[config.mk]
export PLATFORM = sky130hd
export DESIGN_NAME = khc_rem_div
export DESIGN_NICKNAME = d
export VERILOG_FILES = /design/src/hw/rtl/khc_pkg.sv /design/src/hw/rtl/khc_rem_div.sv
export SDC_FILE = /design/constraint.sdc
export NUM_CORES = 1
export LEC_CHECK = 0
export BUFFER_PORTS_ARGS = -buffer_cell sky130_fd_sc_hd__buf_2
export CORE_MARGIN = 5
export CORE_UTILIZATION = 50
export DETAILED_ROUTE_END_ITERATION = 6
export HOLD_SLACK_MARGIN = 0.08
export PLACE_DENSITY = 0.72
export SLEW_MARGIN = 20
export SYNTH_ARGS = -nofsm -noshare
export SYNTH_HDL_FRONTEND = slang
export SYNTH_SLANG_ARGS = --single-unit
export TNS_END_PERCENT = 100
[constraint.sdc]
create_clock -name aclk -period 4.44 [get_ports aclk]
set_input_delay 1.11 -clock aclk [delete_from_list [all_inputs] [get_ports aclk]]
set_output_delay 1.11 -clock aclk [all_outputs]
set_load 0.03 [all_outputs]
[src/hw/rtl/khc_pkg.sv]
// Shared types and constants of the k-mer histogram counter.
// No dependencies; imported by every module of the block.
`timescale 1ns / 1ps

package khc_pkg;

    localparam int IDX_W       = 16;   // rolling index, bin address
    localparam int CODE_W      = 5;
    localparam int ALPHA_W     = 6;
    localparam int KLEN_W      = 5;
    localparam int WEIGHT_W    = 16;
    localparam int RUN_W       = 5;
    localparam int OP_W        = 2;
    localparam int OUT_COUNT_W = 32;
    localparam int CFG_IDX_W   = 2;
    localparam int CFG_DATA_W  = 16;
    localparam int S_TDATA_W   = 24;
    localparam int M_TDATA_W   = 56;

    localparam int DEF_BIN_COUNT   = 65536;
    localparam int DEF_COUNT_WIDTH = 32;

    localparam logic [ALPHA_W-1:0]  ALPHA_RST  = 6'd4;
    localparam logic [KLEN_W-1:0]   KLEN_RST   = 5'd4;
    localparam logic [WEIGHT_W-1:0] WEIGHT_RST = 16'd64;

    // operation codes
    localparam logic [OP_W-1:0] OP_COUNT = 2'd0;
    localparam logic [OP_W-1:0] OP_READ  = 2'd1;
    localparam logic [OP_W-1:0] OP_CLEAR = 2'd2;

    // configuration register indexes
    localparam logic [CFG_IDX_W-1:0] REG_ALPHABET = 2'd0;
    localparam logic [CFG_IDX_W-1:0] REG_KMER_LEN = 2'd1;
    localparam logic [CFG_IDX_W-1:0] REG_WEIGHT   = 2'd2;

    typedef struct packed {
        logic rd_en;
        logic count_we;
        logic used_we;
    } khc_mem_ctl_t;

endpackage

[src/hw/rtl/khc_rem_div.sv]
// Restoring remainder unit, one quotient bit per cycle.
// Depends on khc_pkg.
`timescale 1ns / 1ps

module khc_rem_div #(
    parameter int W = khc_pkg::IDX_W
) (
    input  logic         aclk,
    input  logic         aresetn,
    input  logic         start,
    input  logic [W-1:0] dividend,
    input  logic [W-1:0] divisor,
    output logic         done,
    output logic [W-1:0] remainder
);
    import khc_pkg::*;

    localparam int CW = $clog2(W);

    logic          busy_reg;
    logic          done_reg;
    logic [CW-1:0] step_reg;
    logic [W-1:0]  quo_reg;
    logic [W-1:0]  rem_reg;
    logic [W-1:0]  dvs_reg;
    logic [W:0]    shifted;
    logic [W:0]    diff;
    logic [W-1:0]  rem_step;
    logic          last_step;

    always_comb begin
        shifted   = {rem_reg, quo_reg[W-1]};
        diff      = shifted - {1'b0, dvs_reg};
        rem_step  = diff[W] ? shifted[W-1:0] : diff[W-1:0];
        last_step = (step_reg == CW'(W - 1));
    end

    always_ff @(posedge aclk) begin
        if (!aresetn) begin
            busy_reg <= 1'b0;
            done_reg <= 1'b0;
        end else begin
            done_reg <= 1'b0;
            if (start) begin
                busy_reg <= 1'b1;
            end else if (busy_reg && last_step) begin
                busy_reg <= 1'b0;
                done_reg <= 1'b1;
            end
        end
    end

    always_ff @(posedge aclk) begin
        if (start) begin
            step_reg <= '0;
            quo_reg  <= dividend;
            rem_reg  <= '0;
            dvs_reg  <= divisor;
        end else if (busy_reg) begin
            step_reg <= step_reg + 1'b1;
            quo_reg  <= {quo_reg[W-2:0], 1'b0};
            rem_reg  <= rem_step;
        end
    end

    assign done      = done_reg;
    assign remainder = rem_reg;

endmodule

==> results of run 1 <==
## worst paths after layout
path / to / slack, ps
max: remainder[15] / 1340
min: done / 470
max reg2reg: remainder[15] / 1340
min reg2reg: done / 470
## tightest hold or removal path, cell delays in order (launching register included)
cell and delay (ps):
dfxtp_1 340, nand2_1 60, nor4_1 40
## metrics by stage
step           area, um2  worst slack [ps]  std cells  hold WS, ps
2_1_floorplan       3000              1700        288          440
3_3_place_gp        3300              1500        404          456
3_5_place_dp        3300              1370        404          455
4_1_cts             3410              1330        412          474
5_1_grt             3410              1100        412          500
6_report            3410              1340        412          470
## layout make-up
class	instances	share of cell area [%]
Tap cell	75	2.75
Clock inverter	2	1.10
Sequential cell	54	41.1
Multi-Input combinational cell	200	42.4
Inverter	21	2.31
Timing Repair Buffer	54	8.15
Clock buffer	6	2.13
## kinds of logic (layout without fill, tap and decap cells)
logic type               count (synthesis)  after routing  synth area share (%)
AO/OA/AOI/OAI                           63             63                  14.4
XOR/XNOR                                15             15                  4.38
adder cells (fa/ha/maj)                 18             18                  7.75
buffers and inverters                   34             83                  5.17
flip-flops                              54             54                  46.7
multiplexers                            28             28                  10.0
AND/OR/NAND/NOR                         76             76                  11.6
## routing by layer
| layer | global-route usage, % | vias to the layer above | wire, um |
|---|---|---|---|
| met5 | 0 | - | 0 |
| met4 | 5.44 | 0 | 80 |
| met3 | 3.69 | 7 | 249 |
| met2 | 25.6 | 34 | 2610 |
| met1 | 21.0 | 993 | 2730 |
| li1 | - | 1143 | - |
## placed cells by master (no fill, tap or decap), drive strengths merged, types with 3 or more instances in the layout
master and count:
a211oi 15, xnor2 9, buf 54, nor3 3, mux2i 12, o21ai 12, xor2 6, inv 21
mux2 16, and2 3, nand3 4, a21oi 14, ha 17, a21o 3, clkbuf 6, nand2 18
nand4 3, nor2 30, nand2b 4, o211ai 5, dfxtp 22, edfxtp 32, nor4 4
## where the power goes
| group | leakage [nW] | total [mW] | switching [mW] | internal (mW) |
|---|---|---|---|---|
| Clock | 0.0514 | 0.329 | 0.161 | 0.168 |
| Combinational | 0.841 | 0.314 | 0.181 | 0.133 |
| Sequential | 0.499 | 0.599 | 0.0223 | 0.577 |
==> impl_metrics.py, run 1 <==
metrics = {
    "synthesis": {
        "syn_nets": 341,
        "ys_seq_area_share_pct": 46.7,
        "synth_commonest_cells": "edfxtp_1, nor2_1, dfxtp_1",
        "ys_warn_count": 0,
        "synth_edf_count": 32,
        "netlist_area_um2": 3000,
        "ys_types": 47,
        "synthCells": 288,
        "synth_ff_type": "edfxtp_1",
        "yosys.area.top_type_share_pct": 32.0,
        "yosysTopAreaCell": "edfxtp_1",
        "ys_ff_latch": 54,
        "synth_most_common_cell": "edfxtp_1",
        "synth_top_cells_by_area": "edfxtp_1, dfxtp_1, ha_1",
        "synth_area_per_cell_um2": 10.4,
        "synthArstFlopShare_pct": 0,
    },
    "layout": {
        "diodes": 0,
        "fillers": 544,
        "multiInputGateArea_um2": 1450,
        "seqCellArea_um2": 1400,
        "syn2layout_area_growth_pct": 13.5,
        "drive_gt1_share_pct": 24.3,
        "final_nets": 389,
        "utilization_pct": 57.9,
    },
    "critical_path": {
        "path_delay_family": "compound AO/OA/AOI/OAI gates",
        "reg2reg_depth": 10,
        "crit_cells": 10,
        "cp_cell_sequence": "inv_1 > ha_1 > fa_1 > nand2b_1 > a21o_1 > a22o_1 > o21ai_1 > o211a_1 > o2111ai_1 > a311oi_2",
        "crit_type": "reg2reg",
        "cpPeakStageDelay_ps": 670,
        "crit_arrival_ps": 3330,
        "r2r-start": "quo_reg[15]",
        "crit_buf_inv": 1,
        "critPathSlowestCell": "o211a_1",
        "worstSetupStartpoint": "quo_reg[15]",
        "cp.required_ps": 4670,
        "endpoint_kind": "flop",
        "path_max_fanout": 17,
        "startpoint_type": "flop",
    },
    "hold_path": {
        "whs_path_depth": 2,
        "hp-class": "reg2reg",
        "min_from": "step_reg[3]",
    },
    "place": {
        "gp_congestion": 0.897,
        "portBuffers": 51,
        "dp_hpwl_um": 4280,
    },
    "power_and_ir_drop": {
        "ir_drop_v": 0.000186,
        "power_mw": 1.24,
        "p_leak_nw": 1.39,
        "power.density_nw_per_um2": 364,
    },
    "sta": {
        "fin_crit_ps": 3100,
        "slew_headroom_pct": 49.9,
        "fmax_ghz": 0.323,
        "setup-violations-final": 0,
        "slew_violations": 0,
        "tns_ps": 0,
        "worst_slew_pin_slew_ps": 752,
        "rsz0062_at_grt": "no",
        "skew_ps": 8.85,
        "hold_violations": 0,
        "fin_crit_sh_pct": 69.8,
    },
    "detailed_routing": {
        "drt_wl_total_um": 5670,
        "firstDrtPassIters": 4,
        "via_per_inst": 5.28,
        "routedWlPerCell_um": 13.8,
        "ant_nets": 0,
        "drtIter0Drc": 105,
        "via_count": 2177,
        "drcViolationCount": 0,
    },
    "clock_network": {
        "clk_pin_slew_ps": 100,
        "clock-root-buffer": "clkbuf_8",
        "cts_inserted_buffers": 5,
        "clk_path_buf_depth": 2,
        "cts_resized": 0,
        "insertion_delay_ps": 310,
        "post_cts_buffers": 0,
        "cts.hold.buffers_added": 0,
        "cts_tree": "yes",
        "clkSinkCount": 54,
        "htreeDepth": 2,
    },
    "global_route": {
        "grt_max_degree": 38,
        "grt_use_total_pct": 15.9,
        "overflow": 0,
        "antenna_found_initial": 0,
        "grt_pass1_vias": 2068,
        "grt_first_pass_wirelength_um": 9500,
    },
    "floorplanning": {
        "die_w_um": 87.5,
        "die_y_um": 87.5,
        "design.core.area_um2": 5890,
        "dieArea_um2": 7660,
        "start_util_pct": 51.0,
        "ios": 52,
        "core.rowCount": 28,
    },
    "run_status": {
        "outcome": "finished clean",
    },
    "job": {
        "drv_cap": 0,
    },
}
Power figures use the tool's default switching activity.
==> inputs of run 2 (changes only) <==
- PLACE_DENSITY: 0.72 -> 0.75
- clock period: 4.44 -> 2.8 ns (I/O delays scaled with it)
==> run 2 against run 1 <==
Against the previous run: setup slack worse by 1200 ps; first-iteration DRC count up 24%; die area unchanged; maximum frequency increased by 15%; sequential power rose by 59%; clock power is 41% higher; cell area rose by 2.9%; count of clock-buffer cells in the layout stayed put; non-clock buffer count increased by 7; largest cell class unchanged; largest power group unchanged.
==> impl_metrics.py, run 2 (synthesized netlist as in run 1, its figures left out) <==
metrics = {
    "run_status": {
        "outcome": "finished clean",
    },
    "detailed_routing": {
        "ant_nets": 0,
        "drt_wl_total_um": 5920,
        "route.met2.wl_um": 2830,
        "topRoutingLayerUsed": "met4",
        "wl_met3_um": 237,
        "drcViolationCount": 0,
        "routedWlPerCell_um": 14.1,
        "drtIter0Drc": 130,
        "via_count": 2253,
        "wl_met1_um": 2790,
        "firstDrtPassIters": 4,
        "via_per_inst": 5.38,
    },
    "critical_path": {
        "startpoint_type": "flop",
        "critPathSlowestCell": "edfxtp_1",
        "cp_cell_sequence": "ha_4 > fa_2 > nand2b_4 > a21o_1 > buf_4 > a211oi_1 > o211ai_1 > a32o_1 > xnor2_1 > a31o_2",
        "cp.required_ps": 3020,
        "crit_arrival_ps": 2920,
        "r2r-start": "dvs_reg[0]",
        "crit_type": "reg2reg",
        "endpoint_kind": "flop",
        "crit_buf_inv": 1,
        "path_delay_family": "compound AO/OA/AOI/OAI gates",
        "reg2reg_depth": 10,
        "worstSetupStartpoint": "dvs_reg[0]",
        "crit_cells": 10,
        "cpPeakStageDelay_ps": 440,
        "path_max_fanout": 2,
    },
    "sta": {
        "fin_crit_sh_pct": 96.4,
        "slew_headroom_pct": 73.0,
        "hold_violations": 0,
        "skew_ps": 9.98,
        "setup-violations-final": 0,
        "holdWs_ps": 470,
        "slew_violations": 0,
        "fin_crit_ps": 2700,
        "fmax_ghz": 0.370,
        "tns_ps": 0,
        "rsz0062_at_grt": "yes",
        "worst_slew_pin_slew_ps": 404,
    },
    "global_route": {
        "grt_pass1_vias": 2148,
        "antenna_found_initial": 0,
        "overflow": 0,
        "grt_use_total_pct": 15.8,
        "grt_first_pass_wirelength_um": 9650,
        "grt_max_degree": 42,
    },
    "layout": {
        "final_common_cell": "buf_2",
        "drive_gt1_share_pct": 27.9,
        "layout_common_cells": "buf_2, edfxtp_1, nor2_1",
        "syn2layout_area_growth_pct": 16.8,
        "diodes": 0,
        "final_nets": 396,
    },
    "power_and_ir_drop": {
        "power.density_nw_per_um2": 558,
        "ir_drop_v": 0.000292,
        "p_leak_nw": 1.44,
    },
    "floorplanning": {
        "ios": 52,
        "die_w_um": 87.5,
        "dieArea_um2": 7660,
        "start_util_pct": 51.0,
        "design.core.area_um2": 5890,
        "core.rowCount": 28,
        "die_y_um": 87.5,
    },
    "hold_path": {
        "min_from": "step_reg[3]",
        "whs_path_depth": 2,
        "hp-class": "reg2reg",
    },
    "place": {
        "gp_congestion": 0.932,
        "dp_hpwl_um": 4240,
        "portBuffers": 51,
    },
    "clock_network": {
        "clkSinkCount": 54,
        "cts_tree": "yes",
        "cts_inserted_buffers": 5,
        "clock-root-buffer": "clkbuf_8",
        "htreeDepth": 2,
        "insertion_delay_ps": 310,
        "clk_path_buf_depth": 2,
        "clk_pin_slew_ps": 100,
    },
    "job": {
        "drv_cap": 0,
    },
}
-- run 2: cell count changes in the layout (fill, tap and decap cells not counted), sizes merged --
cell / change
clkinvlp: -1
bufinv: -1
clkinv: +2
buf: +7
-- run 2: area by class of cell --
cell class / instances / area (um2)
inverter: 21 / 78.8
clock buffer: 6 / 82.6
multi-input combinational: 200 / 1490
clock inverter: 2 / 17.5
sequential: 54 / 1400
tap: 75 / 93.8
fill: 492 / 2380
timing repair buffer: 61 / 347
-- run 2: worst min-delay path: stages (launching register included) --
cell     delay (ps)
dfxtp_1         340
nand2_1          60
nor4_1           40
-- run 2: power by group --
part | switching (mW) | internal (mW) | leakage [nW]
clock | 0.261 | 0.204 | 0.0514
sequential | 0.0358 | 0.915 | 0.499
combinational | 0.303 | 0.238 | 0.893
-- run 2: worst paths after layout --
path,endpoint,slack (ps)
max reg2reg,remainder[14],100
max,remainder[14],100
min reg2reg,done,470
min,done,470
-- run 2: stage by stage --
step	utilization, %	worst slack [ps]	std cells	cell area, um2	power [mW]
after floorplan	-	64.1	288	3000	1.36
after global placement	56.5	153	406	3330	1.46
after detailed placement	56.5	-14.8	406	3330	1.48
after CTS	58.5	24.2	416	3440	1.95
after global routing	59.6	-38.9	419	3510	2.06
final	59.6	99.8	419	3510	1.96
-- run 2: repair_timing --
item,CTS,global route
buffers inserted,2,3
pin swaps,2,12
hold buffers,0,0
endpoints found under the setup margin,6,15
gates resized for setup,0,9
-- run 2: per-layer routing --
metal | up-vias | GRT usage [%]
li1 | 1158 | -
met5 | - | 0
met1 | 1048 | 20.8
met2 | 42 | 25.7
met3 | 5 | 3.03
met4 | 0 | 5.58
==> inputs of run 3 (changes only) <==
--- a/config.mk
+++ b/config.mk
@@ -12,3 +12,3 @@
 export HOLD_SLACK_MARGIN = 0.08
-export PLACE_DENSITY = 0.75
+export PLACE_DENSITY = 0.72
 export SLEW_MARGIN = 20
==> constraint.sdc (replaced) <==
create_clock -name aclk -period 2.8 [get_ports aclk]
set_input_delay 0.28 -clock aclk [delete_from_list [all_inputs] [get_ports aclk]]
set_output_delay 0.28 -clock aclk [all_outputs]
set_load 0.03 [all_outputs]
==> run 3 against run 2 <==
Against the previous run: clock skew shrank 2.0 ps; register-to-register slack barely moved; highest routed layer unchanged; critical path type unchanged; sequential cell count unchanged; worst hold slack worse by 340 ps.
==> impl_metrics.py, run 3 (synthesized netlist as in run 1, its figures left out) <==
metrics = {
    "clock_network": {
        "clk_path_buf_depth": 2,
        "insertion_delay_ps": 310,
        "clock-root-buffer": "clkbuf_8",
        "cts_tree": "yes",
        "clkSinkCount": 54,
        "cts.hold.buffers_added": 0,
        "clk_pin_slew_ps": 100,
        "cts_inserted_buffers": 5,
        "htreeDepth": 2,
    },
    "layout": {
        "diodes": 0,
        "final_nets": 395,
        "post-route-cell-area_um2": 3490,
        "fillers": 511,
        "drive_gt1_share_pct": 27.7,
        "layout_common_cells": "buf_2, edfxtp_1, nor2_1",
        "final_common_cell": "buf_2",
        "utilization_pct": 59.3,
        "syn2layout_area_growth_pct": 16.2,
    },
    "global_route": {
        "grt_use_total_pct": 16.0,
        "antenna_found_initial": 0,
        "overflow": 0,
        "grt_first_pass_wirelength_um": 9750,
        "grt_max_degree": 32,
        "grt_pass1_vias": 2193,
    },
    "sta": {
        "worst_slew_pin_slew_ps": 438,
        "skew_ps": 7.96,
        "tns_ps": 0,
        "holdWs_ps": 133,
        "slew_violations": 0,
        "slew_headroom_pct": 70.0,
        "setup-violations-final": 0,
        "fin_crit_sh_pct": 96.6,
        "fin_crit_ps": 2700,
        "hold_violations": 0,
        "fmax_ghz": 0.370,
    },
    "power_and_ir_drop": {
        "power.density_nw_per_um2": 570,
        "ir_drop_v": 0.000298,
        "power_mw": 1.99,
        "p_leak_nw": 1.43,
    },
    "place": {
        "dp_hpwl_um": 4310,
        "postPlaceCellArea_um2": 3330,
        "portBuffers": 51,
        "gp_congestion": 0.838,
    },
    "floorplanning": {
        "die_w_um": 87.5,
        "start_util_pct": 51.0,
        "core.rowCount": 28,
        "design.core.area_um2": 5890,
        "die_y_um": 87.5,
        "dieArea_um2": 7660,
        "ios": 52,
    },
    "detailed_routing": {
        "drcViolationCount": 0,
        "via_per_inst": 5.30,
        "via_count": 2217,
        "ant_nets": 0,
        "firstDrtPassIters": 4,
        "routedWlPerCell_um": 13.9,
        "drtIter0Drc": 82,
        "drt_wl_total_um": 5800,
    },
    "critical_path": {
        "path_max_fanout": 4,
        "reg2reg_depth": 9,
        "startpoint_type": "flop",
        "crit_type": "reg2reg",
        "endpoint_kind": "flop",
        "cp.required_ps": 3030,
        "cpPeakStageDelay_ps": 380,
        "crit_arrival_ps": 2940,
        "cp_cell_sequence": "ha_2 > fa_2 > nand2b_4 > a21o_1 > a22o_1 > o21a_1 > o211ai_1 > mux2_4 > a211oi_2",
        "critPathSlowestCell": "edfxtp_1",
    },
    "run_status": {
        "outcome": "finished clean",
    },
    "hold_path": {
        "hp-class": "in2reg",
        "whs_path_depth": 1,
    },
    "job": {
        "drv_cap": 0,
    },
}
==> run 3: cell types whose count changed in the layout (fill, tap and decap cells not counted), sizes merged <==
cell,delta
buf,-1
clkinv,-2
inv,+2
==> run 3: stage by stage <==
step	setup WS, ps	std cells
2_1_floorplan	64.1	288
3_3_place_gp	83.0	408
3_5_place_dp	2.19	408
4_1_cts	1.63	416
5_1_grt	-25.8	418
6_report	95.2	418
==> run 3: critical path, delay by kind of cell (launching register included) <==
kind / cells / cell delay, ps
compound gates: 5 / 1200
mux: 1 / 340
flops: 1 / 380
fa+ha+maj: 2 / 540
simple gates: 1 / 150
==> run 3: path summary, 6_finish.rpt <==
path,from,to,slack [ps]
worst min register to register,step_reg[3],done,470
worst min-delay path,divisor[1],dvs_reg[1],130
worst max-delay path,dvs_reg[0],remainder[0],100
worst max register to register,dvs_reg[0],remainder[0],100
==> run 3: final cells by class <==
type	count	area, um2	area share, %
clock buffer	6	93.8	2.69
clock inverter	2	17.5	0.502
timing repair buffer	60	323	9.25
tap	75	93.8	2.69
sequential	54	1400	40.2
multi-input combinational	200	1480	42.4
inverter	21	78.8	2.26
==> run 3: routing by layer <==
layer / track usage, % / vias to the layer above / wire length, um
met2: 26.0 / 39 / 2730
met5: 0 / - / 0
met1: 21.0 / 1007 / 2720
li1: - / 1162 / -
met3: 3.31 / 9 / 263
met4: 5.72 / 0 / 87
==> run 3: repair_timing <==
action | in CTS | in global routing
endpoints found under the setup margin | 1 | 13
pin swaps | 1 | 2
buffers inserted | 0 | 2
cloned | 0 | 0
gates resized for setup | 0 | 8
==> run 3: power breakdown <==
part | internal (mW) | leakage [nW] | switching [mW]
registers | 0.915 | 0.499 | 0.0366
logic | 0.232 | 0.876 | 0.299
clock network | 0.237 | 0.0573 | 0.269
total | 1.38 | 1.43 | 0.605
